## config.mk

```make
export PLATFORM = sky130hd
export DESIGN_NAME = run_length_encoder
export DESIGN_NICKNAME = d
export VERILOG_FILES = /design/src/hw/rtl/rle_pkg.sv /design/src/hw/rtl/rle_cmd_fifo.sv /design/src/hw/rtl/rle_front.sv /design/src/hw/rtl/rle_back.sv /design/src/hw/rtl/run_length_encoder.sv
export SDC_FILE = /design/constraint.sdc
export NUM_CORES = 2
export LEC_CHECK = 0
export ABC_CLOCK_PERIOD_IN_PS = 17000
export BUFFER_PORTS_ARGS = -buffer_cell sky130_fd_sc_hd__buf_2
export CAP_MARGIN = 40
export CORE_ASPECT_RATIO = 0.9
export CORE_MARGIN = 2
export CORE_UTILIZATION = 55
export DETAILED_ROUTE_END_ITERATION = 10
export HOLD_SLACK_MARGIN = 0.05
export PLACE_DENSITY = 0.71
export SKIP_CTS_REPAIR_TIMING = 1
export SLEW_MARGIN = 5
export SYNTH_ARGS = -nofsm -noshare
export SYNTH_HDL_FRONTEND = slang
export SYNTH_SLANG_ARGS = --single-unit
```

## constraint.sdc

```tcl
create_clock -name clock -period 17 [get_ports clock]
set_clock_uncertainty 0.05 [all_clocks]
set_input_delay 2.55 -clock clock [delete_from_list [all_inputs] [get_ports clock]]
set_output_delay 2.55 -clock clock [all_outputs]
set_load 0.01 [all_outputs]
```

## src/hw/rtl/rle_pkg.sv

```systemverilog
// Shared constants, command codes and types of the run-length encoder.
package rle_pkg;

   localparam int TOKEN_MAX     = 128;
   localparam int MIN_RUN_LIMIT = 16;
   localparam int LITERAL_DEPTH = 144;
   localparam int LANES         = 8;

   localparam int BYTE_W  = 8;
   localparam int HDR_W   = BYTE_W - 1;
   localparam int MR_W    = 5;
   localparam int LC_W    = 4;
   localparam int CNT_W   = $clog2(TOKEN_MAX + 1);
   localparam int LIT_AW  = $clog2(LITERAL_DEPTH);
   localparam int LANE_AW = (LANES > 1) ? $clog2(LANES) : 1;

   // command queue between front and back, power-of-two depth
   localparam int Q_DEPTH = 4;
   localparam int Q_AW    = $clog2(Q_DEPTH);

   localparam logic [MR_W-1:0]   MIN_RUN_RESET = 5'd3;
   localparam logic [BYTE_W-1:0] REPEAT_FLAG   = 8'h80;

   localparam logic [1:0] OP_APPEND = 2'd0;
   localparam logic [1:0] OP_REPEAT = 2'd1;
   localparam logic [1:0] OP_FLUSH  = 2'd2;
   localparam logic [1:0] OP_END    = 2'd3;

   typedef logic [LANES-1:0][BYTE_W-1:0] lanes_type;

   typedef struct packed {
      logic [1:0]        op;
      logic [BYTE_W-1:0] value;
      logic [BYTE_W-1:0] aux;
      logic              eos;
   } cmd_type;

endpackage

```

## src/hw/rtl/rle_cmd_fifo.sv

```systemverilog
// Short command queue between the classifying front and the emitting back.
module rle_cmd_fifo (
   input  logic             clock,
   input  logic             reset,
   input  logic             push,
   input  rle_pkg::cmd_type push_cmd,
   input  logic             pop,
   output rle_pkg::cmd_type head,
   output logic             not_empty,
   output logic             room
);
   import rle_pkg::*;

   cmd_type         slot_ff [Q_DEPTH];
   logic [Q_AW-1:0] wr_ptr_ff, wr_ptr_in;
   logic [Q_AW-1:0] rd_ptr_ff, rd_ptr_in;
   logic [Q_AW:0]   count_ff, count_in;
   logic            do_push, do_pop;

   assign room      = count_ff != (Q_AW + 1)'(Q_DEPTH);
   assign not_empty = count_ff != '0;
   assign head      = slot_ff[rd_ptr_ff];
   assign do_push   = push && room;
   assign do_pop    = pop && not_empty;

   always_comb begin
      wr_ptr_in = do_push ? wr_ptr_ff + 1'b1 : wr_ptr_ff;
      rd_ptr_in = do_pop ? rd_ptr_ff + 1'b1 : rd_ptr_ff;
      count_in  = count_ff;
      if (do_push && !do_pop) begin
         count_in = count_ff + 1'b1;
      end else if (do_pop && !do_push) begin
         count_in = count_ff - 1'b1;
      end
   end

   always_ff @(posedge clock) begin
      if (reset) begin
         wr_ptr_ff <= '0;
         rd_ptr_ff <= '0;
         count_ff  <= '0;
      end else begin
         wr_ptr_ff <= wr_ptr_in;
         rd_ptr_ff <= rd_ptr_in;
         count_ff  <= count_in;
      end
   end

   always_ff @(posedge clock) begin
      if (do_push) begin
         slot_ff[wr_ptr_ff] <= push_cmd;
      end
   end

endmodule

```

## src/hw/rtl/rle_front.sv

```systemverilog
// Front of the encoder: run tracking, classification and command issue.
module rle_front (
   input  logic                       clock,
   input  logic                       reset,
   input  logic                       req_valid,
   output logic                       req_stall,
   input  logic [rle_pkg::BYTE_W-1:0] req_data_byte,
   input  logic                       req_end_of_stream,
   input  logic                       csr_wr_en,
   input  logic [rle_pkg::MR_W-1:0]   csr_wr_data,
   output logic                       cmd_push,
   output rle_pkg::cmd_type           cmd_out,
   input  logic                       cmd_room
);
   import rle_pkg::*;

   localparam logic [3:0] S_IDLE   = 4'd0;
   localparam logic [3:0] S_DECIDE = 4'd1;
   localparam logic [3:0] S_CLOSE  = 4'd2;
   localparam logic [3:0] S_LFLUSH = 4'd3;
   localparam logic [3:0] S_NEWRUN = 4'd4;
   localparam logic [3:0] S_EFLUSH = 4'd5;
   localparam logic [3:0] S_ECHUNK = 4'd6;
   localparam logic [3:0] S_FINAL  = 4'd7;
   localparam logic [3:0] S_END    = 4'd8;

   logic [3:0]        state_ff, state_in;
   logic [MR_W-1:0]   min_run_ff;
   logic [BYTE_W-1:0] data_ff;
   logic              eos_ff;
   logic              ret_final_ff, ret_final_in;
   logic [BYTE_W-1:0] rv_ff, rv_in;
   logic [CNT_W-1:0]  rl_ff, rl_in;
   logic              rep_ff, rep_in;
   logic [CNT_W-1:0]  lc_ff, lc_in;

   logic [CNT_W-1:0]  eff_min;
   logic [CNT_W-1:0]  rl_inc;
   logic [CNT_W-1:0]  room_left;
   logic [CNT_W-1:0]  take_n;
   logic [CNT_W-1:0]  lc_sum;
   logic              iss;
   logic              go;
   logic              accept;
   logic [3:0]        after_state;

   function automatic logic [BYTE_W-1:0] repeat_header(input logic [CNT_W-1:0] count);
      logic [CNT_W-1:0] less;
      less = count - 1'b1;
      return REPEAT_FLAG | {1'b0, HDR_W'(less)};
   endfunction

   // clamp the register into the legal run range
   always_comb begin
      if (min_run_ff == '0) begin
         eff_min = CNT_W'(1);
      end else if (min_run_ff > MR_W'(MIN_RUN_LIMIT)) begin
         eff_min = CNT_W'(MIN_RUN_LIMIT);
      end else begin
         eff_min = CNT_W'(min_run_ff);
      end
   end

   assign rl_inc      = rl_ff + 1'b1;
   assign room_left   = CNT_W'(TOKEN_MAX) - lc_ff;
   assign take_n      = (rl_ff < room_left) ? rl_ff : room_left;
   assign lc_sum      = lc_ff + take_n;
   assign after_state = eos_ff ? S_CLOSE : S_END;

   assign req_stall = !((state_ff == S_IDLE) || ((state_ff == S_END) && cmd_room));
   assign accept    = req_valid && !req_stall;
   assign go        = !iss || cmd_room;
   assign cmd_push  = iss && cmd_room;

   always_comb begin
      state_in     = state_ff;
      ret_final_in = ret_final_ff;
      rv_in        = rv_ff;
      rl_in        = rl_ff;
      rep_in       = rep_ff;
      lc_in        = lc_ff;
      iss          = 1'b0;
      cmd_out      = '{op: OP_END, value: rv_ff, aux: '0, eos: eos_ff};

      case (state_ff)
         S_IDLE: begin
            if (req_valid) begin
               state_in = S_DECIDE;
            end
         end
         S_DECIDE: begin
            if ((rl_ff != '0 || rep_ff) && data_ff == rv_ff) begin
               rl_in = rl_inc;
               if (rep_ff) begin
                  state_in = S_ECHUNK;
               end else if (rl_inc >= eff_min) begin
                  rep_in   = 1'b1;
                  state_in = S_EFLUSH;
               end else begin
                  ret_final_in = 1'b1;
                  state_in     = after_state;
               end
            end else begin
               ret_final_in = 1'b0;
               state_in     = S_CLOSE;
            end
         end
         S_CLOSE: begin
            if (rep_ff) begin
               iss     = rl_ff != '0;
               cmd_out = '{op: OP_REPEAT, value: rv_ff, aux: repeat_header(rl_ff),
                           eos: eos_ff};
               if (go) begin
                  rl_in    = '0;
                  rep_in   = 1'b0;
                  state_in = ret_final_ff ? S_FINAL : S_NEWRUN;
               end
            end else if (rl_ff == '0) begin
               state_in = ret_final_ff ? S_FINAL : S_NEWRUN;
            end else begin
               // move the short run into the literal store, split at a full token
               iss     = 1'b1;
               cmd_out = '{op: OP_APPEND, value: rv_ff, aux: BYTE_W'(take_n), eos: eos_ff};
               if (go) begin
                  lc_in = lc_sum;
                  rl_in = rl_ff - take_n;
                  if (lc_sum == CNT_W'(TOKEN_MAX)) begin
                     state_in = S_LFLUSH;
                  end
               end
            end
         end
         S_LFLUSH: begin
            iss     = 1'b1;
            cmd_out = '{op: OP_FLUSH, value: rv_ff, aux: '0, eos: eos_ff};
            if (go) begin
               lc_in    = '0;
               state_in = S_CLOSE;
            end
         end
         S_NEWRUN: begin
            rv_in = data_ff;
            rl_in = CNT_W'(1);
            if (eff_min == CNT_W'(1)) begin
               rep_in   = 1'b1;
               state_in = S_EFLUSH;
            end else begin
               ret_final_in = 1'b1;
               state_in     = after_state;
            end
         end
         S_EFLUSH: begin
            iss     = lc_ff != '0;
            cmd_out = '{op: OP_FLUSH, value: rv_ff, aux: '0, eos: eos_ff};
            if (go) begin
               lc_in    = '0;
               state_in = S_ECHUNK;
            end
         end
         S_ECHUNK: begin
            if (rl_ff >= CNT_W'(TOKEN_MAX)) begin
               iss     = 1'b1;
               cmd_out = '{op: OP_REPEAT, value: rv_ff,
                           aux: repeat_header(CNT_W'(TOKEN_MAX)), eos: eos_ff};
               if (go) begin
                  rl_in = rl_ff - CNT_W'(TOKEN_MAX);
               end
            end else begin
               ret_final_in = 1'b1;
               state_in     = after_state;
            end
         end
         S_FINAL: begin
            iss     = lc_ff != '0;
            cmd_out = '{op: OP_FLUSH, value: rv_ff, aux: '0, eos: eos_ff};
            if (go) begin
               lc_in    = '0;
               rv_in    = '0;
               state_in = S_END;
            end
         end
         S_END: begin
            iss = 1'b1;
            if (go) begin
               state_in = req_valid ? S_DECIDE : S_IDLE;
            end
         end
         default: begin
            state_in = S_IDLE;
         end
      endcase
   end

   always_ff @(posedge clock) begin
      if (reset) begin
         state_ff     <= S_IDLE;
         min_run_ff   <= MIN_RUN_RESET;
         ret_final_ff <= 1'b0;
         rv_ff        <= '0;
         rl_ff        <= '0;
         rep_ff       <= 1'b0;
         lc_ff        <= '0;
      end else begin
         state_ff     <= state_in;
         ret_final_ff <= ret_final_in;
         rv_ff        <= rv_in;
         rl_ff        <= rl_in;
         rep_ff       <= rep_in;
         lc_ff        <= lc_in;
         if (csr_wr_en) begin
            min_run_ff <= csr_wr_data;
         end
      end
   end

   always_ff @(posedge clock) begin
      if (accept) begin
         data_ff <= req_data_byte;
         eos_ff  <= req_end_of_stream;
      end
   end

endmodule

```

## src/hw/rtl/rle_back.sv

```systemverilog
// Back of the encoder: literal store, group assembly and the result register.
module rle_back (
   input  logic                     clock,
   input  logic                     reset,
   input  logic                     cmd_valid,
   input  rle_pkg::cmd_type         cmd_in,
   output logic                     cmd_pop,
   output logic                     rsp_valid,
   input  logic                     rsp_stall,
   output rle_pkg::lanes_type       rsp_lanes,
   output logic [rle_pkg::LC_W-1:0] rsp_lane_count,
   output logic                     rsp_burst_last,
   output logic                     rsp_stream_done
);
   import rle_pkg::*;

   localparam logic [1:0] B_DISP   = 2'd0;
   localparam logic [1:0] B_APPEND = 2'd1;
   localparam logic [1:0] B_FLUSH  = 2'd2;

   logic [BYTE_W-1:0] lit_mem [LITERAL_DEPTH];

   logic [1:0]        state_ff, state_in;
   logic [LIT_AW-1:0] wptr_ff, wptr_in;
   logic [CNT_W-1:0]  app_left_ff, app_left_in;
   logic [BYTE_W-1:0] app_val_ff, app_val_in;
   logic [LIT_AW-1:0] total_ff, total_in;
   logic [LIT_AW-1:0] rd_ptr_ff, rd_ptr_in;
   logic [LIT_AW-1:0] cons_ff, cons_in;
   logic              rd_valid_ff, rd_valid_in;
   logic [BYTE_W-1:0] rd_data_ff;
   lanes_type         asm_ff, asm_in;
   logic [LC_W-1:0]   fill_ff, fill_in;

   logic              hold_valid_ff;
   lanes_type         hold_lanes_ff;
   logic [LC_W-1:0]   hold_count_ff;

   logic              out_valid_ff;
   lanes_type         out_lanes_ff;
   logic [LC_W-1:0]   out_count_ff;
   logic              out_last_ff;
   logic              out_done_ff;

   logic              can_move, h_room, consume, rd_issue, wr_en;
   logic              last_byte, grp_full;
   lanes_type         asm_with;
   logic              hold_load, end_move, move_go;
   lanes_type         hold_new_lanes;
   logic [LC_W-1:0]   hold_new_count;

   // the hold stage keeps the newest group until it is known whether it ends the word's burst
   assign can_move  = hold_valid_ff && (!out_valid_ff || !rsp_stall);
   assign h_room    = !hold_valid_ff || can_move;
   assign consume   = (state_ff == B_FLUSH) && rd_valid_ff && h_room;
   assign rd_issue  = (state_ff == B_FLUSH) && (rd_ptr_ff < total_ff) &&
                      (!rd_valid_ff || consume);
   assign wr_en     = state_ff == B_APPEND;
   assign last_byte = cons_ff == total_ff - 1'b1;
   assign grp_full  = fill_ff == LC_W'(LANES - 1);
   assign move_go   = (hold_load && hold_valid_ff) || end_move;

   always_comb begin
      asm_with = asm_ff;
      asm_with[fill_ff[LANE_AW-1:0]] = rd_data_ff;
   end

   always_comb begin
      state_in       = state_ff;
      wptr_in        = wptr_ff;
      app_left_in    = app_left_ff;
      app_val_in     = app_val_ff;
      total_in       = total_ff;
      rd_ptr_in      = rd_ptr_ff;
      cons_in        = cons_ff;
      asm_in         = asm_ff;
      fill_in        = fill_ff;
      cmd_pop        = 1'b0;
      hold_load      = 1'b0;
      end_move       = 1'b0;
      hold_new_lanes = '0;
      hold_new_count = '0;
      rd_valid_in    = rd_valid_ff;

      case (state_ff)
         B_DISP: begin
            if (cmd_valid) begin
               case (cmd_in.op)
                  OP_APPEND: begin
                     cmd_pop     = 1'b1;
                     app_val_in  = cmd_in.value;
                     app_left_in = CNT_W'(cmd_in.aux);
                     state_in    = B_APPEND;
                  end
                  OP_REPEAT: begin
                     if (h_room) begin
                        cmd_pop           = 1'b1;
                        hold_load         = 1'b1;
                        hold_new_lanes[0] = cmd_in.aux;
                        hold_new_lanes[1] = cmd_in.value;
                        hold_new_count    = LC_W'(2);
                     end
                  end
                  OP_FLUSH: begin
                     cmd_pop   = 1'b1;
                     asm_in    = '0;
                     asm_in[0] = {1'b0, HDR_W'(wptr_ff - 1'b1)};
                     fill_in   = LC_W'(1);
                     total_in  = wptr_ff;
                     rd_ptr_in = '0;
                     cons_in   = '0;
                     wptr_in   = '0;
                     state_in  = B_FLUSH;
                  end
                  OP_END: begin
                     if (!hold_valid_ff) begin
                        cmd_pop = 1'b1;
                     end else if (can_move) begin
                        cmd_pop  = 1'b1;
                        end_move = 1'b1;
                     end
                  end
                  default: begin
                     cmd_pop = 1'b1;
                  end
               endcase
            end
         end
         B_APPEND: begin
            wptr_in     = wptr_ff + 1'b1;
            app_left_in = app_left_ff - 1'b1;
            if (app_left_ff == CNT_W'(1)) begin
               state_in = B_DISP;
            end
         end
         B_FLUSH: begin
            if (rd_issue) begin
               rd_ptr_in   = rd_ptr_ff + 1'b1;
               rd_valid_in = 1'b1;
            end else if (consume) begin
               rd_valid_in = 1'b0;
            end
            if (consume) begin
               cons_in = cons_ff + 1'b1;
               if (grp_full || last_byte) begin
                  hold_load      = 1'b1;
                  hold_new_lanes = asm_with;
                  hold_new_count = fill_ff + 1'b1;
                  asm_in         = '0;
                  fill_in        = '0;
               end else begin
                  asm_in  = asm_with;
                  fill_in = fill_ff + 1'b1;
               end
               if (last_byte) begin
                  state_in = B_DISP;
               end
            end
         end
         default: begin
            state_in = B_DISP;
         end
      endcase
   end

   always_ff @(posedge clock) begin
      if (reset) begin
         state_ff      <= B_DISP;
         wptr_ff       <= '0;
         app_left_ff   <= '0;
         rd_ptr_ff     <= '0;
         cons_ff       <= '0;
         total_ff      <= '0;
         rd_valid_ff   <= 1'b0;
         fill_ff       <= '0;
         hold_valid_ff <= 1'b0;
         out_valid_ff  <= 1'b0;
      end else begin
         state_ff    <= state_in;
         wptr_ff     <= wptr_in;
         app_left_ff <= app_left_in;
         rd_ptr_ff   <= rd_ptr_in;
         cons_ff     <= cons_in;
         total_ff    <= total_in;
         rd_valid_ff <= rd_valid_in;
         fill_ff     <= fill_in;
         if (hold_load) begin
            hold_valid_ff <= 1'b1;
         end else if (end_move) begin
            hold_valid_ff <= 1'b0;
         end
         if (move_go) begin
            out_valid_ff <= 1'b1;
         end else if (!rsp_stall) begin
            out_valid_ff <= 1'b0;
         end
      end
   end

   always_ff @(posedge clock) begin
      app_val_ff <= app_val_in;
      asm_ff     <= asm_in;
      if (hold_load) begin
         hold_lanes_ff <= hold_new_lanes;
         hold_count_ff <= hold_new_count;
      end
      if (move_go) begin
         out_lanes_ff <= hold_lanes_ff;
         out_count_ff <= hold_count_ff;
         out_last_ff  <= end_move;
         out_done_ff  <= end_move && cmd_in.eos;
      end
   end

   always_ff @(posedge clock) begin
      if (wr_en) begin
         lit_mem[wptr_ff] <= app_val_ff;
      end
      if (rd_issue) begin
         rd_data_ff <= lit_mem[rd_ptr_ff];
      end
   end

   assign rsp_valid       = out_valid_ff;
   assign rsp_lanes       = out_lanes_ff;
   assign rsp_lane_count  = out_count_ff;
   assign rsp_burst_last  = out_last_ff;
   assign rsp_stream_done = out_done_ff;

endmodule

```

## src/hw/rtl/run_length_encoder.sv

```systemverilog
// Top level of the streaming run-length encoder: front, command queue and back.
//
// Streaming run-length encoder. Each accepted word carries one raw byte and an
// end-of-stream flag; each result word carries one group of up to eight compressed
// bytes (lane_0 upward, unused lanes zero), the lane count, burst_last on the final
// group caused by that input byte and stream_done on the final group of the stream.
// Runs of at least min_run equal bytes (register, reset 3, 0 acts as 1, values above
// 16 act as 16) go out as repeat tokens, header 0x80|(count-1) plus the value, at
// most 128 bytes per token; shorter runs collect in a 144-entry literal memory and go
// out as literal tokens, header count-1 plus the bytes, when 128 are held, ahead of a
// repeat run and at end of stream. The front works on one byte at a time and stalls
// the input until it has pushed that byte's last command; it also waits while the
// 4-deep command queue is full. The back drains the queue: it moves a repeat token or
// a byte's end marker on once the result register can take a group, writes the bytes
// of an append into the literal memory, and reads a literal token out through the
// single memory read port. A full literal token stalls the input once the queue
// fills. Write min_run only while the block is idle.
module run_length_encoder (
   input  logic                       clock,
   input  logic                       reset,
   input  logic                       req_valid,
   output logic                       req_stall,
   input  logic [rle_pkg::BYTE_W-1:0] req_data_byte,
   input  logic                       req_end_of_stream,
   output logic                       rsp_valid,
   input  logic                       rsp_stall,
   output logic [rle_pkg::BYTE_W-1:0] rsp_lane_0,
   output logic [rle_pkg::BYTE_W-1:0] rsp_lane_1,
   output logic [rle_pkg::BYTE_W-1:0] rsp_lane_2,
   output logic [rle_pkg::BYTE_W-1:0] rsp_lane_3,
   output logic [rle_pkg::BYTE_W-1:0] rsp_lane_4,
   output logic [rle_pkg::BYTE_W-1:0] rsp_lane_5,
   output logic [rle_pkg::BYTE_W-1:0] rsp_lane_6,
   output logic [rle_pkg::BYTE_W-1:0] rsp_lane_7,
   output logic [rle_pkg::LC_W-1:0]   rsp_lane_count,
   output logic                       rsp_burst_last,
   output logic                       rsp_stream_done,
   input  logic                       csr_wr_en,
   input  logic [rle_pkg::MR_W-1:0]   csr_wr_data
);
   import rle_pkg::*;

   // front to queue
   logic      cmd_push;
   cmd_type   cmd_front;
   logic      cmd_room;
   // queue to back
   cmd_type   cmd_head;
   logic      cmd_valid;
   logic      cmd_pop;
   lanes_type rsp_lanes;

   // classify bytes, track the open run, mirror the literal fill level
   rle_front u_front (
      .clock             (clock),
      .reset             (reset),
      .req_valid         (req_valid),
      .req_stall         (req_stall),
      .req_data_byte     (req_data_byte),
      .req_end_of_stream (req_end_of_stream),
      .csr_wr_en         (csr_wr_en),
      .csr_wr_data       (csr_wr_data),
      .cmd_push          (cmd_push),
      .cmd_out           (cmd_front),
      .cmd_room          (cmd_room)
   );

   // decouple front and back so each can stall on its own
   rle_cmd_fifo u_queue (
      .clock     (clock),
      .reset     (reset),
      .push      (cmd_push),
      .push_cmd  (cmd_front),
      .pop       (cmd_pop),
      .head      (cmd_head),
      .not_empty (cmd_valid),
      .room      (cmd_room)
   );

   // store literals, build groups, hold the last group until the burst closes
   rle_back u_back (
      .clock           (clock),
      .reset           (reset),
      .cmd_valid       (cmd_valid),
      .cmd_in          (cmd_head),
      .cmd_pop         (cmd_pop),
      .rsp_valid       (rsp_valid),
      .rsp_stall       (rsp_stall),
      .rsp_lanes       (rsp_lanes),
      .rsp_lane_count  (rsp_lane_count),
      .rsp_burst_last  (rsp_burst_last),
      .rsp_stream_done (rsp_stream_done)
   );

   // split the group onto the lane ports
   assign rsp_lane_0 = rsp_lanes[0];
   assign rsp_lane_1 = rsp_lanes[1];
   assign rsp_lane_2 = rsp_lanes[2];
   assign rsp_lane_3 = rsp_lanes[3];
   assign rsp_lane_4 = rsp_lanes[4];
   assign rsp_lane_5 = rsp_lanes[5];
   assign rsp_lane_6 = rsp_lanes[6];
   assign rsp_lane_7 = rsp_lanes[7];

   // the front only pushes when the queue has room; a lost command corrupts the stream
   a_push_has_room: assert property (@(posedge clock) disable iff (reset)
      cmd_push |-> cmd_room)
      else $error("command pushed into a full queue");

   // every group carries between one and a full set of bytes
   a_count_range: assert property (@(posedge clock) disable iff (reset)
      rsp_valid |-> (rsp_lane_count != '0 && rsp_lane_count <= LC_W'(LANES)))
      else $error("result group with an illegal lane count");

   // the end of the stream also ends the burst of its input byte
   a_done_is_last: assert property (@(posedge clock) disable iff (reset)
      (rsp_valid && rsp_stream_done) |-> rsp_burst_last)
      else $error("stream_done without burst_last");

   // the top lane stays clear unless the group is full
   a_unused_lane_zero: assert property (@(posedge clock) disable iff (reset)
      (rsp_valid && rsp_lane_count != LC_W'(LANES)) |-> rsp_lane_7 == '0)
      else $error("unused top lane not zero");

endmodule

```

==> impl_metrics.toml <==
[route]
wl_per_cell_um = 27.1
drtIter0Drc = 4047
remaining_drc_errors = 0
vias_per_cell = 6.31
dr.pass1.iters = 6
routed_wl_mm = 140
vias = 32600
final_antenna_net_count = 0

[die]
io_pins = 91
start_util = 0.557
num_rows = 116
die_h_um = 323
core_um2 = 111000
die-area_um2 = 116000
die_w_um = 358

[timing]
hold_viol = 0
timing.final.crit_period_ns = 5.51
rsz0062_at_grt = "no"
tns_ns = 0
slew_viol_final = 0
layout_setup_ws_ns = 11.49
tightest_slew_ns = 0.972
period_share = 0.324
worst_hold_slack_ns = 0.367
setup_viol = 0
slew_headroom = 0.352
fmax_mhz = 182

[logic_synthesis]
yosysMostFrequentCell = "edfxtp_1"
syn_area_um2 = 62000
async_flop_share = 0
yosys.area.top_type = "edfxtp_1"
synthTopCellsByArea = "edfxtp_1 (70%), mux4_2 (11%), dfxtp_1 (3.0%), nor2_1 (2.3%), mux2i_1 (1.4%)"
yosysWarnings = 0
synth_edf_count = 1455
synth_fp_nets = 3491
yosys-top-cells-count = "edfxtp_1 (1455), nor2_1 (373), mux4_2 (314), clkbuf_1 (102), nand2_1 (99)"
ys.flop_type = "edfxtp_1"
netlist_instances = 3415
avgSynthCellArea_um2 = 18.2
synth-seq-area-share = 0.734
synth_cell_type_count = 84
yosysTopAreaCellShare = 0.704
ys_ff_latch = 1548

[placed_design]
place_ws_ns = 11.60
numPortBuffers = 90
dpl.hpwl_mm = 86.8
dp.cells = 4890
gp_congestion = 0.846
place_area_um2 = 64700

[grt]
antenna_found_initial = 2
grt_pass1_wl_mm = 208
grt_usage = 0.245
grt_max_degree = 139
grt_pass1_vias = 31900
grt_overflow = 0

[setup_path]
worstSetupStartpointType = "flip-flop"
path_buf_inv = 1
cpMaxStageDelayCell = "o21ai_1"
worstPathArrival_ns = 6.12
r2r_slack_ns = 11.49
crit_fanout = 8
cp.required_ns = 17.62
cp-end-kind = "flip-flop"
critPathTopFamily = "compound AO/OA/AOI/OAI gates"
max_stage_delay_ns = 0.68
crit_chain = "nor3_1 -> nand3_1 -> or3_1 -> xor2_1 -> ha_1 -> nand3_1 -> o21ai_1 -> mux2i_1 -> ha_1 -> inv_1 -> fa_1 -> nand2b_1 -> a21oi_1 -> o21a_1 -> o21ai_0 -> a2111oi_0 -> a31oi_1 -> nor4_1"
path_class = "flip-flop to flip-flop"

[final_layout]
drive_above_1_share = 0.206
final_area_um2 = 69400
finalNetCount = 3649
fin_cells = 5174
antenna_cells = 0
fillers = 7587
areaGrowthSynthToFinish_pct = 11.9

[power_and_ir_drop]
ir_drop_mv = 0.109
cellPowerDensity_nw_per_um2 = 128
leakagePower_nw = 22.0

[clocking]
root_buffer = "clkbuf_16"
cts.sinks = 1548
cts_tree = "done"
cts_made_buffers = 149
htreeDepth = 4
clk_path_buf_depth = 3
clk_latency_ns = 0.76
clk_pin_slew_ns = 0.06

[run]
drv_cap = 0

[hold_path]
worstHoldPathType = "flip-flop to flip-flop"

[outcome]
outcome = "finished, final reports clean"
placed cells by master, fill, tap and decap left out, drive strengths merged, types with 14 or more instances in the layout:
cell type	n
nor2b	17
nor2	373
nor3b	14
o211ai	14
nand3	52
o22ai	15
clkbuf	191
nor3	28
a22oi	69
xnor2	28
buf	203
edfxtp	1455
clkinv	74
dfxtp	93
inv	58
nand2b	16
nand2	99
a211oi	14
mux4	320
ha	54
a21oi	88
mux2i	85
a22o	32
o21ai	56
nand3b	18
xor2	37
a221oi	35
nand4	15
cell type report:
cell class,count,area [um^2],area share
flip-flops and latches,1548,45600,0.656
clock buffers,191,3960,0.0570
repair buffers,203,1730,0.0249
clock inverters,86,728,0.0105
well taps,1475,1850,0.0266
inverters,54,203,0.00292
multi-input cells,1617,15400,0.222
worst reg2reg max path, cell delays in order, from the launching register on:
cell	delay, ns
dfxtp_1	0.37
nor3_1	0.35
nand3_1	0.19
or3_1	0.42
xor2_1	0.19
ha_1	0.30
nand3_1	0.15
o21ai_1	0.68
mux2i_1	0.37
ha_1	0.22
inv_1	0.06
fa_1	0.40
nand2b_1	0.22
a21oi_1	0.20
o21a_1	0.16
o21ai_0	0.11
a2111oi_0	0.64
a31oi_1	0.15
nor4_1	0.18
cells by family (layout without fill, tap and decap cells):
family,Yosys count,in the layout,share of synthesized area
flip-flops,1548,1548,0.734
AND/OR/NAND/NOR,677,677,0.0495
AO/OA/AOI/OAI,410,410,0.0463
multiplexers,408,408,0.131
buffers and inverters,250,534,0.0181
XOR/XNOR,65,65,0.00918
adder cells (fa/ha/maj),57,57,0.0119
worst paths after layout:
path | start | end | depth (start not counted)
hold reg to reg | u_back.hold_lanes_ff[31] | u_back.rsp_lanes[31] | 0
setup / recovery | u_front.lc_ff[2] | u_front.state_ff[0] | 18
setup reg to reg | u_front.lc_ff[2] | u_front.state_ff[0] | 18
hold / removal | u_back.hold_lanes_ff[31] | u_back.rsp_lanes[31] | 0
registers in the layout, summed over array words and instances (netlist names), 64 cells and up, named ones only:
register,cells
u_back.rsp_lanes,64
u_queue.slot_ff,76
u_back.lit_mem,1152
u_back.asm_ff,64
u_back.hold_lanes_ff,64
routing by layer:
| layer | global-route usage | part of all wire |
|---|---|---|
| met1 | 0.366 | 0.42 |
| met2 | 0.369 | 0.46 |
| met3 | 0.0543 | 0.098 |
| met4 | 0.0673 | 0.024 |
| met5 | 0 | 0.000086 |
power by group:
part	internal, mW	switching (mW)	leakage, nW	total, mW
Combinational	0.384	0.768	5.86	1.15
Clock	1.77	1.40	2.30	3.17
Sequential	4.48	0.0994	13.9	4.57
Total	6.63	2.26	22.0	8.89
metrics by stage:
stage | total power [mW] | util
global placement | 5.73 | 0.573
floorplan | 5.42 | -
finish | 8.89 | 0.623
global route | 9.21 | 0.623
CTS | 8.93 | 0.622
detailed placement | 5.79 | 0.580
(Power assumes the default switching activity.)
